===== src/hdl/scba_pkg.sv =====
// ----------------------------------------------------------------------------
// scba_pkg: shared types and constants of the size-class bitmap allocator
// Holds the status codes, the opcode codes, the arena geometry and the queue
// entry that the front end hands to the back end.
// ----------------------------------------------------------------------------
package scba_pkg;

  localparam logic       OP_ALLOC = 1'b0;
  localparam logic       OP_FREE  = 1'b1;

  localparam logic [2:0] ST_OK    = 3'd0;
  localparam logic [2:0] ST_ZERO  = 3'd1;
  localparam logic [2:0] ST_LARGE = 3'd2;
  localparam logic [2:0] ST_OOM   = 3'd3;
  localparam logic [2:0] ST_BAD   = 3'd4;

  localparam int MIN_SHIFT = 4;
  localparam int MAX_SHIFT = 20;
  localparam int WORD_BITS = 64;

  // Arena geometry; the handle fields on the ports are sized for it.
  localparam int SLOTS_PER_ARENA  = 512;
  localparam int ARENAS_PER_CLASS = 4;

  // One classified request as it waits between front and back end.
  typedef struct packed {
    logic       op;
    logic [4:0] cls;
    logic [1:0] arena;
    logic [8:0] slot;
    logic [2:0] status;
  } scba_req_t;

  // Result of one request.
  typedef struct packed {
    logic [2:0]  status;
    logic [4:0]  cls;
    logic [1:0]  arena;
    logic [8:0]  slot;
    logic [20:0] bsize;
  } scba_res_t;

endpackage


===== src/hdl/scba_front.sv =====
// ----------------------------------------------------------------------------
// scba_front: request intake and classification
// Rounds the size to its class, settles the early error codes and keeps the
// classified requests in a two-entry queue for the back end.
// ----------------------------------------------------------------------------
module scba_front #(
  parameter int NUM_CLASSES = 17
) (
  input  logic                clk,
  input  logic                rst_n,
  input  logic                push,
  output logic                full,
  input  logic                opcode,
  input  logic [23:0]         request_size,
  input  logic [1:0]          free_arena,
  input  logic [8:0]          free_slot,
  input  logic                busy_clear,
  output logic                head_v,
  output scba_pkg::scba_req_t head,
  input  logic                head_pop
);
  import scba_pkg::*;

  scba_req_t  q_r [2];
  scba_req_t  q_nxt [2];
  logic [1:0] cnt_r, cnt_nxt;
  scba_req_t  req;
  logic [19:0] sm1;
  logic [4:0]  k;
  logic        oversize;
  logic        acc;

  // Class: smallest k >= 4 with 2^k >= size, from the top bit of size - 1.
  always_comb begin
    sm1 = 20'(request_size - 24'd1);
    k   = 5'(MIN_SHIFT);
    for (int i = 0; i < 20; i++) begin
      if (sm1[i] && (i + 1) > MIN_SHIFT) k = 5'(i + 1);
    end
    oversize = (request_size > 24'(1 << MAX_SHIFT)) ||
               (32'(k - 5'(MIN_SHIFT)) >= NUM_CLASSES);
    req.op     = opcode;
    req.arena  = free_arena;
    req.slot   = free_slot;
    req.cls    = 5'(k - 5'(MIN_SHIFT));
    if (request_size == 24'd0) begin
      req.status = ST_ZERO;
    end else if (oversize) begin
      req.status = ST_LARGE;
    end else if (opcode == OP_FREE && (free_slot == 9'd0 ||
               32'(free_slot) >= SLOTS_PER_ARENA ||
               32'(free_arena) >= ARENAS_PER_CLASS)) begin
      req.status = ST_BAD;
    end else begin
      req.status = ST_OK;
    end
  end

  assign full   = (cnt_r == 2'd2) || busy_clear;
  assign acc    = push && !full;
  assign head_v = (cnt_r != 2'd0);
  assign head   = q_r[0];

  always_comb begin
    q_nxt   = q_r;
    cnt_nxt = cnt_r;
    if (head_pop && head_v) begin
      q_nxt[0] = q_r[1];
      cnt_nxt  = cnt_nxt - 2'd1;
    end
    if (acc) begin
      q_nxt[cnt_nxt[0]] = req;
      cnt_nxt = cnt_nxt + 2'd1;
    end
  end

  always_ff @(posedge clk) begin
    q_r <= q_nxt;
    if (!rst_n) begin
      cnt_r <= 2'd0;
    end else begin
      cnt_r <= cnt_nxt;
    end
  end

endmodule


===== config.mk =====
export PLATFORM = sky130hd
export DESIGN_NAME = scba_front
export DESIGN_NICKNAME = d
export VERILOG_FILES = /design/src/hdl/scba_pkg.sv /design/src/hdl/scba_front.sv
export SDC_FILE = /design/constraint.sdc
export NUM_CORES = 1
export LEC_CHECK = 0
export ABC_AREA = 0
export BUFFER_PORTS_ARGS = -buffer_cell sky130_fd_sc_hd__buf_2
export CORE_MARGIN = 2
export CORE_UTILIZATION = 45
export CTS_CLUSTER_DIAMETER = 60
export DETAILED_ROUTE_END_ITERATION = 6
export PLACE_DENSITY = 0.71
export SYNTH_ARGS = -nofsm -noshare
export SYNTH_HDL_FRONTEND = slang
export SYNTH_SLANG_ARGS = --single-unit

===== constraint.sdc =====
create_clock -name clk -period 6.4 [get_ports clk]
set_input_delay 1.28 -clock clk [delete_from_list [all_inputs] [get_ports clk]]
set_output_delay 1.28 -clock clk [all_outputs]
set_load 0.005 [all_outputs]

==> metrics.yaml <==
status:
  status: "complete, no violations"
placement:
  globalplace.congestion: 0.888
  dpl.hpwl_mm: 3.78
  port_buffers: 62
critical_path:
  cp_cell_sequence: "buf_2 > nor4_4 > nand4b_1 > o21ai_0 > a31oi_1 > nor2_1 > ha_1 > or2b_2 > o41ai_2 > maj3_1 > nand2_1"
  cp-start-kind: "input pin"
  critPathArrivalTime_ns: 3.78
  rrSetupSlack_ns: 3.53
  crit_type: "input pin to flip-flop"
  cp-end-kind: "flip-flop"
  cp.depth: 11
  crit_buf_inv: 1
  cpMaxStageDelayCell: "nor4_4"
  path_delay_family: "simple AND/OR/NAND/NOR gates"
  rr_startpoint: "cnt_r[0]$_SDFF_PN0_"
  crit_path_max_fanout: 8
  max_stage_delay_ns: 0.49
  required_ns: 6.43
  r2r_cells: 6
die:
  die-area_um2: 6110
  io_pins: 63
  start_util: 0.458
  chipHeight_um: 78.2
  core_area_um2: 5410
  rows: 27
  die_w_um: 78.2
global_route:
  track_usage: 0.184
  grt_pass1_vias: 2009
  grt_max_degree: 24
  overflow: 0
  antenna_found_initial: 0
  grt_pass1_wl_mm: 9.02
synthesis:
  synth-seq-cells: 42
  syn_area_per_cell_um2: 8.88
  yosysSeqAreaShare: 0.420
  syn_inst: 279
  yosys.area.top_type: "edfxtp_1"
  postSynthNetCount: 325
  ys_top_cells_by_area: "edfxtp_1 (24%), dfxtp_1 (18%), nand2_1 (7.1%)"
  synth_top_area_frac: 0.242
  syn-cell-area_um2: 2480
  yosysWarningCount: 0
  synth_cell_types: 54
  synth-edff-count: 20
  synth_flop_cell: "dfxtp_1"
  async_flop_share: 0
clock_network:
  cts-root-buf: "clkbuf_8"
  clock_latency_ns: 0.29
  cts_tree: "done"
  cts-buffers-inserted: 5
  cts-resized-gates: 0
  hold_buffers: 0
  clk_path_buf_depth: 2
  cts_setup_buffers: 0
  h-tree-depth: 2
  clock_sinks: 42
  clk_pin_slew_ns: 0.08
timing:
  setup_viol: 0
  maxSlewViolCount: 0
  rsz0062_at_grt: "false"
  skew_ns: 0.00702
  finalCriticalPeriod_ns: 3.75
  period_share: 0.586
  hold_viol: 0
  tns_ns: 0
  slew_headroom: 0.367
  fmax_ghz: 0.267
  worst_pin_slew_ns: 0.950
min_path:
  holdPathStages: 2
  hold_path_class: "flip-flop to flip-flop"
  min_to: "head[7]$_DFF_P_"
  min_from: "head[7]$_DFF_P_"
power_and_ir_drop:
  power_leakage_nw: 1.18
  finalPower_mw: 0.942
  power_density_nw_per_um2: 342
  peakVddDrop_uv: 157
drt:
  drt_wl_total_mm: 5.24
  drc_errors: 0
  antenna_left: 0
  via_per_inst: 5.41
  num_vias: 2088
  firstDrtPassIters: 4
  drtIter0Drc: 86
  wl_per_cell_um: 13.6
finish:
  area_delta_synth_final_pct: 11.1
  nets: 359
  drive_gt1_frac: 0.271
  antennaDiodeCount: 0
run:
  maxCapViolCount: 0
==> worst max-delay path by stage <==
stage	startpoint	end
finish	request_size[1]	flip-flop
global route	request_size[1]	flip-flop
CTS	request_size[1]	flip-flop
detailed placement	request_size[1]	flip-flop
global placement	request_size[1]	flip-flop
floorplan	request_size[1]	flip-flop
==> cell usage in the layout (no fill, tap or decap), drive strengths merged, types with 2 or more instances in the layout <==
master and instances:
inv 14, a31oi 22, a32oi 2, nor3 11, o21a 2, mux2i 4, clkbuf 6, nand2 47
o311ai 2, nand4b 3, buf 63, edfxtp 20, nor2 32, and3 2, xnor2 2, o21ai 5
nor4 4, nor3b 2, a211o 2, a21oi 4, dfxtp 22, a211oi 5, o31ai 2, ha 5
nand3 5, or3 4
==> area by class of cell <==
class                           count  area [µm²]
Clock buffer                        6        72.6
Clock inverter                      2        36.3
Fill cell                         524        2650
Inverter                           13        48.8
Multi-Input combinational cell    188        1150
Sequential cell                    42        1040
Tap cell                           72        90.1
Timing Repair Buffer               63         318
==> synth_stat cells (2+ instances only) <==
master and instances:
o21a_1 2, dfxtp_1 22, xnor2_1 2, a21oi_1 4
edfxtp_1 20, o311ai_0 2, buf_4 23, inv_1 13
clkbuf_1 9, mux2i_1 4, o31ai_1 2, nor3_1 11
buf_6 2, a32oi_1 2, nand2_1 47, a211o_2 2
nor4_1 2, and3_1 2, or3_1 3, nand3_1 5
nor2_1 32, a31oi_1 22, o21ai_0 5, nand4b_1 3
ha_1 5, a211oi_1 5
==> layer usage <==
layer	vias to the layer above	global-route usage	wire, µm
li1	1050	-	-
met3	7	0.0448	351
met4	0	0.0561	57
met2	82	0.311	2470
met5	-	0	0
met1	949	0.232	2370
==> logic make-up after synthesis <==
family | after synthesis | share of synthesized area
AO/OA/AOI/OAI | 54 | 0.159
XOR/XNOR | 3 | 0.0106
adder cells (fa/ha/maj) | 6 | 0.0293
buffers and inverters | 49 | 0.118
flip-flops | 42 | 0.420
multiplexers | 4 | 0.0162
AND/OR/NAND/NOR | 121 | 0.246
==> per-stage QoR <==
stage,setup slack [ns],utilization,cells,instance area [µm²],hold WS [ns]
3_5_place_dp,2.37,0.489,378,2640,0.464
6_report,2.65,0.509,386,2750,0.472
4_1_cts,2.65,0.509,386,2750,0.477
3_3_place_gp,2.41,0.489,378,2640,0.456
2_1_floorplan,2.72,-,279,2480,0.451
5_1_grt,2.40,0.509,386,2750,0.495
==> worst register-to-register path: stages, from the launching register on <==
cell,delay [ns]
dfxtp_1,0.37
inv_1,0.09
ha_1,0.23
nor2b_2,0.73
xnor2_1,0.20
inv_1,0.09
ha_1,0.78
==> where the power goes <==
part / leakage [nW] / internal, mW / switching (mW)
combinational: 0.759 / 0.143 / 0.176
clock: 0.0557 / 0.117 / 0.0940
sequential: 0.366 / 0.375 / 0.0378
total: 1.18 / 0.635 / 0.308
Power figures use the tool's default switching activity.
